===== src/rtl/fcr_pkg.sv =====
// Shared types and constants for the framed command receiver.
// No dependencies; imported by fcr_parser and framed_command_receiver.
`default_nettype none

package fcr_pkg;

  localparam int unsigned FRAME_BYTES   = 6;
  localparam int unsigned PAYLOAD_LEN   = FRAME_BYTES - 2;
  localparam int unsigned POS_W         = $clog2(PAYLOAD_LEN);

  localparam logic [7:0]  HDR_FIRST     = 8'hCC;
  localparam logic [7:0]  HDR_SECOND    = 8'h33;
  localparam logic [7:0]  MODE_MAX      = 8'd2;
  localparam logic [15:0] CMD_MAX       = 16'd4095;
  localparam logic [15:0] TIMEOUT_RESET = 16'd500;
  localparam logic [11:0] HELD_CMD_RESET = 12'd2048;

  typedef enum logic [1:0] {
    CMD_BYTE     = 2'd0,
    CMD_TICK     = 2'd1,
    CMD_LINE_ERR = 2'd2
  } cmd_t;

  typedef enum logic [1:0] {
    REJ_NONE   = 2'd0,
    REJ_CHKSUM = 2'd1,
    REJ_MODE   = 2'd2,
    REJ_CMD    = 2'd3
  } reason_t;

  typedef enum logic [1:0] {
    HUNT_FIRST  = 2'd0,
    HUNT_SECOND = 2'd1,
    COLLECT     = 2'd2
  } hunt_t;

  typedef struct packed {
    logic        done;
    logic        valid;
    reason_t     reason;
    logic [1:0]  mode;
    logic [11:0] command;
  } frame_res_t;

endpackage

`default_nettype wire


===== src/rtl/fcr_parser.sv =====
// Header hunt, payload collection and frame checks for the receiver.
// Depends on fcr_pkg.
`default_nettype none

module fcr_parser (
  input  wire logic               clk,
  input  wire logic               rst_n,
  input  wire logic               en,
  input  wire fcr_pkg::cmd_t      cmd,
  input  wire logic [7:0]         rx_byte,
  output fcr_pkg::frame_res_t     res
);
  import fcr_pkg::*;

  localparam logic [POS_W-1:0] POS_LAST = POS_W'(PAYLOAD_LEN - 1);

  hunt_t            state_r, state_nxt;
  logic [POS_W-1:0] pos_r, pos_nxt;
  logic [7:0]       payload_r [PAYLOAD_LEN-1];
  logic [7:0]       chk;
  logic [15:0]      cmd_word;
  logic             store;

  assign chk      = payload_r[0] ^ payload_r[1] ^ payload_r[2];
  assign cmd_word = {payload_r[1], payload_r[2]};

  always_ff @(posedge clk) begin
    if (!rst_n) begin
      state_r <= HUNT_FIRST;
      pos_r   <= '0;
    end else begin
      state_r <= state_nxt;
      pos_r   <= pos_nxt;
    end
  end

  always_ff @(posedge clk) begin
    if (store) begin
      payload_r[pos_r] <= rx_byte;
    end
  end

  always_comb begin
    state_nxt   = state_r;
    pos_nxt     = pos_r;
    store       = 1'b0;
    res         = '0;
    res.reason  = REJ_NONE;
    if (en) begin
      unique case (cmd)
        CMD_BYTE: begin
          unique case (state_r)
            HUNT_FIRST: begin
              if (rx_byte == HDR_FIRST) state_nxt = HUNT_SECOND;
            end
            HUNT_SECOND: begin
              if (rx_byte == HDR_SECOND) begin
                pos_nxt   = '0;
                state_nxt = COLLECT;
              end else if (rx_byte != HDR_FIRST) begin
                state_nxt = HUNT_FIRST;
              end
            end
            COLLECT: begin
              if (pos_r == POS_LAST) begin
                res.done = 1'b1;
                priority if (chk != rx_byte) begin
                  res.reason = REJ_CHKSUM;
                end else if (payload_r[0] > MODE_MAX) begin
                  res.reason = REJ_MODE;
                end else if (cmd_word > CMD_MAX) begin
                  res.reason = REJ_CMD;
                end else begin
                  res.valid  = 1'b1;
                end
                res.mode    = payload_r[0][1:0];
                res.command = cmd_word[11:0];
                pos_nxt     = '0;
                state_nxt   = HUNT_FIRST;
              end else begin
                store   = 1'b1;
                pos_nxt = pos_r + 1'b1;
              end
            end
            default: begin
              pos_nxt   = '0;
              state_nxt = HUNT_FIRST;
            end
          endcase
        end
        CMD_LINE_ERR: begin
          pos_nxt   = '0;
          state_nxt = HUNT_FIRST;
        end
        default: ;
      endcase
    end
  end

endmodule

`default_nettype wire


===== src/rtl/framed_command_receiver.sv =====
// Framed command receiver top level: link timer, held command, counters, output word.
// Depends on fcr_pkg and fcr_parser.
//
// Usage:
//   in_*  : one word per serial event; in_tuser is the event kind (0 byte,
//           1 millisecond tick, 2 line error, 3 ignored), in_tdata the byte.
//   out_* : exactly one result word per input word, in order. out_tlast marks
//           the byte that completed a six-byte frame (0xCC 0x33 mode cmd_hi
//           cmd_lo xor); out_tuser carries the frame verdict; out_tdata the
//           held mode and command, link status and the two frame counters.
//   cfg_* : writes the 16-bit link timeout in ticks; always ready, write
//           only while no result is outstanding.
// out_tvalid rises in the cycle after an input word is accepted. One word is taken
// every cycle; the single output register stalls intake only while it holds
// a word that the receiver has not taken (in_tready = !out_tvalid | out_tready).
// Reset (synchronous, active low) restarts the header hunt, clears counters,
// timer and link status, sets the held command to 2048 and the timeout to 500.
`default_nettype none

module framed_command_receiver (
  input  wire logic        clk,
  input  wire logic        rst_n,
  input  wire logic        in_tvalid,
  output logic             in_tready,
  input  wire logic [7:0]  in_tdata,   // [7:0] rx_byte
  input  wire logic [1:0]  in_tuser,   // [1:0] command
  output logic             out_tvalid,
  input  wire logic        out_tready,
  output logic [79:0]      out_tdata,  // [1:0] mode_out, [13:2] command_value,
                                       // [14] link_alive, [46:15] valid_frames,
                                       // [78:47] invalid_frames, [79] zero
  output logic [2:0]       out_tuser,  // [0] frame_valid, [2:1] reject_reason
  output logic             out_tlast,  // frame_done
  input  wire logic        cfg_valid,
  output logic             cfg_ready,
  input  wire logic [15:0] cfg_data
);
  import fcr_pkg::*;

  logic        acc;
  cmd_t        cmd;
  frame_res_t  res;

  logic [15:0] timeout_r;
  logic [1:0]  mode_r, mode_nxt;
  logic [11:0] held_cmd_r, held_cmd_nxt;
  logic        seen_r, seen_nxt;
  logic [15:0] ticks_r, ticks_nxt;
  logic [31:0] good_r, good_nxt;
  logic [31:0] bad_r, bad_nxt;
  logic        alive_nxt;

  logic        out_valid_r;
  logic [79:0] out_data_r;
  logic [2:0]  out_user_r;
  logic        out_last_r;

  assign cmd       = cmd_t'(in_tuser);
  assign in_tready = !out_valid_r || out_tready;
  assign acc       = in_tvalid && in_tready;
  assign cfg_ready = 1'b1;

  fcr_parser u_parser (
    .clk     (clk),
    .rst_n   (rst_n),
    .en      (acc),
    .cmd     (cmd),
    .rx_byte (in_tdata),
    .res     (res)
  );

  always_comb begin
    mode_nxt     = mode_r;
    held_cmd_nxt = held_cmd_r;
    seen_nxt     = seen_r;
    ticks_nxt    = ticks_r;
    good_nxt     = good_r;
    bad_nxt      = bad_r;
    if (acc) begin
      if (res.done) begin
        if (res.valid) begin
          mode_nxt     = res.mode;
          held_cmd_nxt = res.command;
          seen_nxt     = 1'b1;
          ticks_nxt    = '0;
          good_nxt     = good_r + 32'd1;
        end else begin
          bad_nxt      = bad_r + 32'd1;
        end
      end
      if (cmd == CMD_TICK && ticks_r != '1) begin
        ticks_nxt = ticks_r + 16'd1;
      end
    end
    alive_nxt = seen_nxt && (ticks_nxt <= timeout_r);
  end

  always_ff @(posedge clk) begin
    if (!rst_n) begin
      timeout_r   <= TIMEOUT_RESET;
      mode_r      <= '0;
      held_cmd_r  <= HELD_CMD_RESET;
      seen_r      <= 1'b0;
      ticks_r     <= '0;
      good_r      <= '0;
      bad_r       <= '0;
      out_valid_r <= 1'b0;
    end else begin
      if (cfg_valid && cfg_ready) timeout_r <= cfg_data;
      mode_r     <= mode_nxt;
      held_cmd_r <= held_cmd_nxt;
      seen_r     <= seen_nxt;
      ticks_r    <= ticks_nxt;
      good_r     <= good_nxt;
      bad_r      <= bad_nxt;
      if (acc) begin
        out_valid_r <= 1'b1;
      end else if (out_tready) begin
        out_valid_r <= 1'b0;
      end
    end
  end

  always_ff @(posedge clk) begin
    if (acc) begin
      out_data_r <= {1'b0, bad_nxt, good_nxt, alive_nxt, held_cmd_nxt, mode_nxt};
      out_user_r <= {res.reason, res.valid};
      out_last_r <= res.done;
    end
  end

  assign out_tvalid = out_valid_r;
  assign out_tdata  = out_data_r;
  assign out_tuser  = out_user_r;
  assign out_tlast  = out_last_r;

  // a passing frame is always a completed one with no reject code
  a_valid_is_done: assert property (@(posedge clk) disable iff (!rst_n)
    out_valid_r && out_user_r[0] |-> out_last_r && out_user_r[2:1] == REJ_NONE)
    else $error("frame_valid without frame_done");

  // a rejected frame carries a reason
  a_reject_reason: assert property (@(posedge clk) disable iff (!rst_n)
    out_valid_r && out_last_r && !out_user_r[0] |-> out_user_r[2:1] != REJ_NONE)
    else $error("rejected frame without reason");

  // good frame bumps the counter and restarts the timer
  a_good_count: assert property (@(posedge clk) disable iff (!rst_n)
    acc && res.valid |=> good_r == $past(good_r) + 32'd1 && ticks_r == '0 && seen_r)
    else $error("valid frame not counted");

  // link status never reported before a valid frame
  a_alive_seen: assert property (@(posedge clk) disable iff (!rst_n)
    out_valid_r && out_data_r[14] |-> seen_r)
    else $error("link alive before any valid frame");

endmodule

`default_nettype wire


===== config.mk =====
export PLATFORM = sky130hd
export DESIGN_NAME = framed_command_receiver
export DESIGN_NICKNAME = d
export VERILOG_FILES = /design/src/rtl/fcr_pkg.sv /design/src/rtl/fcr_parser.sv /design/src/rtl/framed_command_receiver.sv
export SDC_FILE = /design/constraint.sdc
export NUM_CORES = 1
export LEC_CHECK = 0
export BUFFER_PORTS_ARGS = -buffer_cell sky130_fd_sc_hd__buf_2
export CELL_PAD_IN_SITES_DETAIL_PLACEMENT = 0
export CELL_PAD_IN_SITES_GLOBAL_PLACEMENT = 2
export CORE_MARGIN = 1
export CORE_UTILIZATION = 36
export CTS_BUF_LIST = sky130_fd_sc_hd__clkbuf_8
export DETAILED_ROUTE_END_ITERATION = 10
export PLACE_DENSITY = 0.82
export SETUP_SLACK_MARGIN = 0.2
export SLEW_MARGIN = 20
export SYNTH_ARGS = -nofsm -noshare
export SYNTH_HDL_FRONTEND = slang
export SYNTH_SLANG_ARGS = --single-unit

===== constraint.sdc =====
create_clock -name clk -period 5.4 [get_ports clk]
set_input_delay 0.54 -clock clk [delete_from_list [all_inputs] [get_ports clk]]
set_output_delay 0.54 -clock clk [all_outputs]
set_load 0.005 [all_outputs]

==> results_dict.tcl, run 1 <==
set metrics [dict create \
    status "finished, final reports clean" \
    ys_types 60 \
    synthArstFlopShare_pct 0 \
    reg2reg_to "out_tdata[14]" \
    ctsHoldBuffers 0 \
    slew_viol_final 0 \
    drt_iter0_drc 409 \
    synth_area_leaders "edfxtp_1, dfxtp_1, xnor2_1" \
    gr-total-overflow 0 \
    syn_inst 931 \
    rr_worst_depth 17 \
    synth_top_area_share_pct 31.9 \
    start_kind "flip-flop" \
    min_from "cfg_data[6]" \
    fmax_mhz 237 \
    drt_first_pass_iters 5 \
    rsz0062_at_grt "false" \
    crit_type "flip-flop to flip-flop" \
    cp_top_family "simple AND/OR/NAND/NOR gates" \
    cpPeakStageDelay_ps 480 \
    drive_above_1_share_pct 19.7 \
    ioPinCount 118 \
    wl_per_cell_um 15.1 \
    syn_nets 985 \
    grt_max_degree 66 \
    hp-class "input port to flip-flop" \
    cp.depth 17 \
    die_h_um 169 \
    whs_path_depth 3 \
    clk_pin_slew_ps 60 \
    portBuffers 115 \
    syn_avg_cell_area_um2 10.8 \
    cts_buffers 42 \
    cp_num_buf_inv 4 \
    nNetsFinal 1115 \
    synthTopCellsByCount "dfxtp_1, edfxtp_1, nand2_1" \
    crit_slowest_cell "or3_1" \
    grt_pass1_vias 6820 \
    yosys_warnings 0 \
    vdd_ir_drop_max_mv 0.144 \
    power_switching_w 0.000800 \
    yosysTopAreaCell "edfxtp_1" \
    fillers 2666 \
    clk_latency_ps 540 \
    clock_tree.root_cell "clkbuf_8" \
    cts_setup_buffers 0 \
    swShare_pct 22.8 \
    finalWirelength_mm 22.1 \
    timing.rr.start "out_tvalid" \
    cp_max_fo 20 \
    p_clk_share_pct 43.8 \
    setup_tns_ps 0 \
    p_int_w 0.00270 \
    ant_nets 0 \
    via_count 7188 \
    tritoncts "built" \
    track_usage_pct 15.6 \
    synth-main-ff-cell "dfxtp_1" \
    combPwrFrac_pct 4.2 \
    holdWs_ps 237 \
    hold_viol_final 0 \
    rows 60 \
    period_needed_ps 4220 \
    ys_ff_latch 223 \
    die_area_um2 28700 \
    cap_violations 0 \
    clockBufferDepth 3 \
    fin_cells 1464 \
    cts.sink_count 223 \
    fin_skew_ps 23.8 \
    cts-resized-gates 0 \
    syn_area_um2 10100 \
    gp_congestion 0.791 \
    path_cells "nor2b_1 > inv_1 > nand2_1 > inv_4 > nand3_2 > inv_1 > buf_4 > nand2_4 > or3_1 > a221oi_1 > nor2_1 > ha_1 > nand2_1 > or3_1 > a311o_1 > o211ai_1 > a21oi_1" \
    cp_data_required_time_ps 5670 \
    worstMarginPinSlew_ps 959 \
    synth-edff-count 107 \
    routed_via_density 4.91 \
    endpoint "out_tdata[14]" \
    max-slew-margin-rel_pct 35.7 \
    antenna_found_initial 0 \
    dpl.cell_count 1389 \
    area.growth.synth_to_final_pct 17.3 \
    die_x_um 169 \
    worst-r2r-setup-slack_ps 1180 \
    synth.most_common_cell "dfxtp_1" \
    p_leak_nw 4.86 \
    hpwl_mm 15.2 \
    synth_seq_area_share_pct 54.9 \
    arrival_ps 4490 \
    fin_crit_sh_pct 78.1 \
    ctsHtreeMaxLevel 2 \
    num_antenna_cells 0 \
    core_area_um2 27200 \
    setup_viol 0 \
    drc_errors 0 \
    end_kind "flip-flop" \
    grt_pass1_wl_mm 35.7 \
    power_density_nw_per_um2 296 \
    start_util_pct 37.1 \
    p_seq_share_pct 52.1 \
    crit_start "out_tvalid" \
]
flip-flops by register name, summed over array words and instances, names as in the netlist:
signal,count
out_tlast,1
u_parser.state_r,2
seen_r,1
mode_r,2
u_parser.pos_r,2
out_tdata,79
held_cmd_r,12
ticks_r,16
good_r,32
out_tuser,3
u_parser.payload_r,24
out_tvalid,1
timeout_r,16
bad_r,32
cell type report:
cell class / instances / area [um2] / share of cell area [%]
Clock buffer: 50 / 688 / 5.82
Clock inverter: 25 / 109 / 0.921
Sequential cell: 223 / 5540 / 46.8
Tap cell: 372 / 465 / 3.94
Timing Repair Buffer: 126 / 658 / 5.57
Inverter: 28 / 108 / 0.910
Multi-Input combinational cell: 640 / 4260 / 36.0
worst register-to-register path, delay by kind of cell, from the launching register on:
family / cells / cell delay [ps]
DFF: 1 / 300
AOI/OAI and AO/OA: 4 / 920
and+or+nand+nor: 8 / 1830
buffers and inverters: 4 / 610
adders and majority gates: 1 / 300
cell usage in the layout, fill, tap and decap left out, types with 6 or more instances in the layout:
cell type / n
nand4_1: 26
nor2_1: 36
nor3_1: 20
and4_1: 7
nand2b_1: 23
clkbuf_8: 50
buf_4: 11
dfxtp_1: 116
and3_1: 14
or2_2: 7
inv_1: 42
and2_1: 54
edfxtp_1: 107
xor2_1: 31
ha_1: 23
o211ai_1: 8
nand2_1: 91
or4_1: 10
or3_1: 15
o21ai_0: 13
xnor2_1: 40
nor2b_1: 6
a31oi_1: 7
buf_2: 115
nand3_1: 39
mux2i_1: 34
mux2_2: 16
nor4_1: 28
o21a_1: 9
a21oi_1: 32
o31ai_1: 6
layer usage:
metal / vias up / routed length [um] / GRT usage, %
met3: 44 / 1080 / 3.22
met2: 168 / 9860 / 24.8
met4: 0 / 418 / 4.86
met1: 3342 / 10800 / 21.3
met5: - / 0 / 0
li1: 3634 / - / -
cell families after synthesis:
| kind of cell | synth area share, % |
|---|---|
| other cells | 0.0745 |
| buf+inv | 2.84 |
| simple gates | 21.8 |
| xor+xnor | 6.17 |
| compound gates | 6.12 |
| flops | 54.9 |
| fa+ha+maj | 2.86 |
| mux | 5.16 |
per-stage QoR:
stage	utilization (%)	power, W	setup slack (ps)	instance area (um2)
finish	43.5	0.00350	1180	11800
global route	43.5	0.00366	882	11800
floorplan	-	0.00194	216	10100
detailed placement	40.6	0.00201	943	11000
CTS	43.5	0.00356	1180	11800
global placement	40.6	0.00201	1080	11000
power groups by stage:
stage / registers, W / logic (W) / clock network [W]
detailed placement: 0.00186 / 0.000150 / 0
finish: 0.00182 / 0.000146 / 0.00153
global route: 0.00183 / 0.000165 / 0.00167
floorplan: 0.00186 / 0.0000734 / 0
CTS: 0.00182 / 0.000151 / 0.00158
global placement: 0.00186 / 0.000148 / 0
how the worst min path moves through the flow:
| stage | endpoint | slack [ps] |
|---|---|---|
| global route | timeout_r[4] | 230 |
| global placement | bad_r[31] | 460 |
| CTS | timeout_r[4] | 210 |
| finish | timeout_r[6] | 240 |
| floorplan | seen_r | 430 |
| detailed placement | bad_r[31] | 470 |
(Power assumes the default switching activity.)
==> inputs of run 2 (changes only) <==
--- a/config.mk
+++ b/config.mk
@@ -5,6 +5,7 @@
 export SDC_FILE = /design/constraint.sdc
 export NUM_CORES = 1
 export LEC_CHECK = 0
+export ABC_AREA = 1
 export BUFFER_PORTS_ARGS = -buffer_cell sky130_fd_sc_hd__buf_2
 export CELL_PAD_IN_SITES_DETAIL_PLACEMENT = 0
 export CELL_PAD_IN_SITES_GLOBAL_PLACEMENT = 2
@@ -12,7 +13,7 @@
 export CORE_UTILIZATION = 36
 export CTS_BUF_LIST = sky130_fd_sc_hd__clkbuf_8
 export DETAILED_ROUTE_END_ITERATION = 10
-export PLACE_DENSITY = 0.82
+export PLACE_DENSITY = 0.84
 export SETUP_SLACK_MARGIN = 0.2
 export SLEW_MARGIN = 20
 export SYNTH_ARGS = -nofsm -noshare
==> constraint.sdc (replaced) <==
create_clock -name clk -period 4.34 [get_ports clk]
set_input_delay 0.434 -clock clk [delete_from_list [all_inputs] [get_ports clk]]
set_output_delay 0.434 -clock clk [all_outputs]
set_load 0.005 [all_outputs]
==> results_dict.tcl, run 2 <==
set metrics [dict create \
    mostFrequentLayoutCell "nand2_1" \
    clk_latency_ps 540 \
    synth-simple-area-share_pct 25.9 \
    arrival_ps 3500 \
    synth-edff-count 107 \
    yosys_warnings 0 \
    syn_inst 1273 \
    worst_slack_ps 1110 \
    synth_area_leaders "edfxtp_1, dfxtp_1, nand2_1" \
    synth_compound_area_share_pct 6.65 \
    final_cell_mix "nand2_1, inv_1, nor2_1" \
    end_kind "flip-flop" \
    die_x_um 173 \
    synth_seq_area_share_pct 52.7 \
    vdd_ir_drop_max_mv 0.193 \
    worstHoldEndpoint "timeout_r[6]" \
    ioPinCount 118 \
    start_util_pct 36.6 \
    setup_viol 0 \
    p_leak_nw 5.64 \
    ys_ff_latch 223 \
    muxShareOfSynthArea_pct 0 \
    synth.most_common_cell "nand2_1" \
    syn_avg_cell_area_um2 8.25 \
    syn_nets 1327 \
    cap_violations 0 \
    cp_data_required_time_ps 4610 \
    synth_top_family_by_area "simple AND/OR/NAND/NOR gates" \
    die_h_um 173 \
    area.growth.synth_to_final_pct 16.6 \
    hp-class "input port to flip-flop" \
    die_area_um2 29900 \
    rr_worst_depth 15 \
    drt_iter0_drc 424 \
    hpwl_mm 18.2 \
    synthTopCellsByCount "nand2_1, inv_1, nor2_1" \
    drive_above_1_share_pct 14.2 \
    period_needed_ps 3230 \
    ctsHoldBuffers 0 \
    ys_types 44 \
    track_usage_pct 17.4 \
    synth_fa_ha_area_share_pct 2.74 \
    cts-resized-gates 0 \
    portBuffers 115 \
    status "finished, final reports clean" \
    gp_congestion 0.809 \
    worst-r2r-setup-slack_ps 1110 \
    cts_buffers 40 \
    dp_slack_ps 900 \
    core_area_um2 28700 \
    drt_first_pass_iters 5 \
    synthArstFlopShare_pct 0 \
    grt_pass1_vias 8216 \
    nNetsFinal 1461 \
    synth-xor-area-share_pct 3.67 \
    num_antenna_cells 0 \
    power_density_nw_per_um2 353 \
    wl_per_cell_um 14.0 \
    grt_pass1_wl_mm 42.0 \
    drc_errors 0 \
    cts.sink_count 223 \
    cts_setup_buffers 0 \
    via_count 8440 \
    tritoncts "built" \
    min_from "cfg_data[6]" \
    fin_skew_ps 28.3 \
    clk_pin_slew_ps 60 \
    fin_crit_sh_pct 74.5 \
    cp_max_fo 22 \
    clock_tree.root_cell "clkbuf_8" \
    rows 62 \
    start_kind "flip-flop" \
    reg2reg_to "out_tdata[14]" \
    routed_via_density 4.63 \
    holdWs_ps 117 \
    timing.rr.start "u_parser.payload_r[0][0]" \
    worstMarginPinSlew_ps 888 \
    whs_path_depth 3 \
    max-slew-margin-rel_pct 40.8 \
    ctsHtreeMaxLevel 2 \
    clockBufferDepth 3 \
    finalWirelength_mm 25.6 \
    synth_top_area_share_pct 30.6 \
    fmax_mhz 309 \
    gr-total-overflow 0 \
    grt_max_degree 69 \
    synth-main-ff-cell "dfxtp_1" \
    crit_type "flip-flop to flip-flop" \
    ant_nets 0 \
    setup_tns_ps 0 \
    slew_viol_final 0 \
    syn_area_um2 10500 \
    rsz0062_at_grt "false" \
    fillers 2963 \
    largest_reg_flops 79 \
    antenna_found_initial 0 \
    yosysTopAreaCell "edfxtp_1" \
    hold_viol_final 0 \
]
run 2: report_power, final:
group / internal (W) / switching, W / leakage (nW)
combinational: 0.0000627 / 0.000130 / 3.17
sequential: 0.00225 / 0.0000170 / 2.00
clock: 0.00100 / 0.000864 / 0.466
run 2: kinds of logic (layout without fill, tap and decap cells):
logic type	after synthesis	in the layout
AND/OR/NAND/NOR	627	627
buffers and inverters	224	389
flip-flops	223	223
AO/OA/AOI/OAI	130	130
XOR/XNOR	44	44
adder cells (fa/ha/maj)	23	23
other	2	2
run 2: worst max path at each step:
stage	startpoint	endpoint	slack, ps
6_report	u_parser.payload_r[0][0]	out_tdata[14]	1110
5_1_grt	u_parser.payload_r[2][7]	out_tdata[14]	800
4_1_cts	u_parser.payload_r[0][0]	out_tdata[14]	1100
3_5_place_dp	out_tready	out_tdata[14]	900
3_3_place_gp	out_tready	out_tdata[14]	970
2_1_floorplan	out_tready	out_tdata[14]	730
run 2: per-layer routing:
layer	up-vias	share of wire, %	GRT usage, %
met5	-	0	0
met4	0	2.4	5.68
met3	36	4.7	3.34
met2	197	44	27.9
met1	3824	49	23.7
li1	4383	-	-
run 2: stage by stage:
| step | power [W] | util (%) | instances | instance area, um2 |
|---|---|---|---|---|
| after floorplan | 0.00241 | - | 1273 | 10500 |
| after global placement | 0.00251 | 40.0 | 1749 | 11500 |
| after detailed placement | 0.00251 | 40.0 | 1749 | 11500 |
| after CTS | 0.00439 | 42.7 | 1822 | 12200 |
| after global routing | 0.00451 | 42.7 | 1822 | 12200 |
| final | 0.00433 | 42.7 | 1822 | 12200 |
run 2: area by class of cell:
type	instances	area, um2	share of cell area (%)
clock buffer	48	661	5.39
timing repair buffer	121	633	5.17
clock inverter	25	103	0.838
inverter	195	738	6.03
sequential	223	5540	45.2
tap	384	480	3.92
multi-input combinational	826	4100	33.4
run 2: critical path, cell delays in order, from the launching register on:
cell and delay, ps:
edfxtp_1 460, nand2_1 120, nand4_1 180, nor2_1 370, nand4_4 440, nand2_1 210, o22ai_1 120, ha_1 310
inv_1 40, nor2_1 80, nor2_1 40, o21a_1 160, o211ai_1 180, nand2_1 80, o211ai_1 90, a21oi_1 80
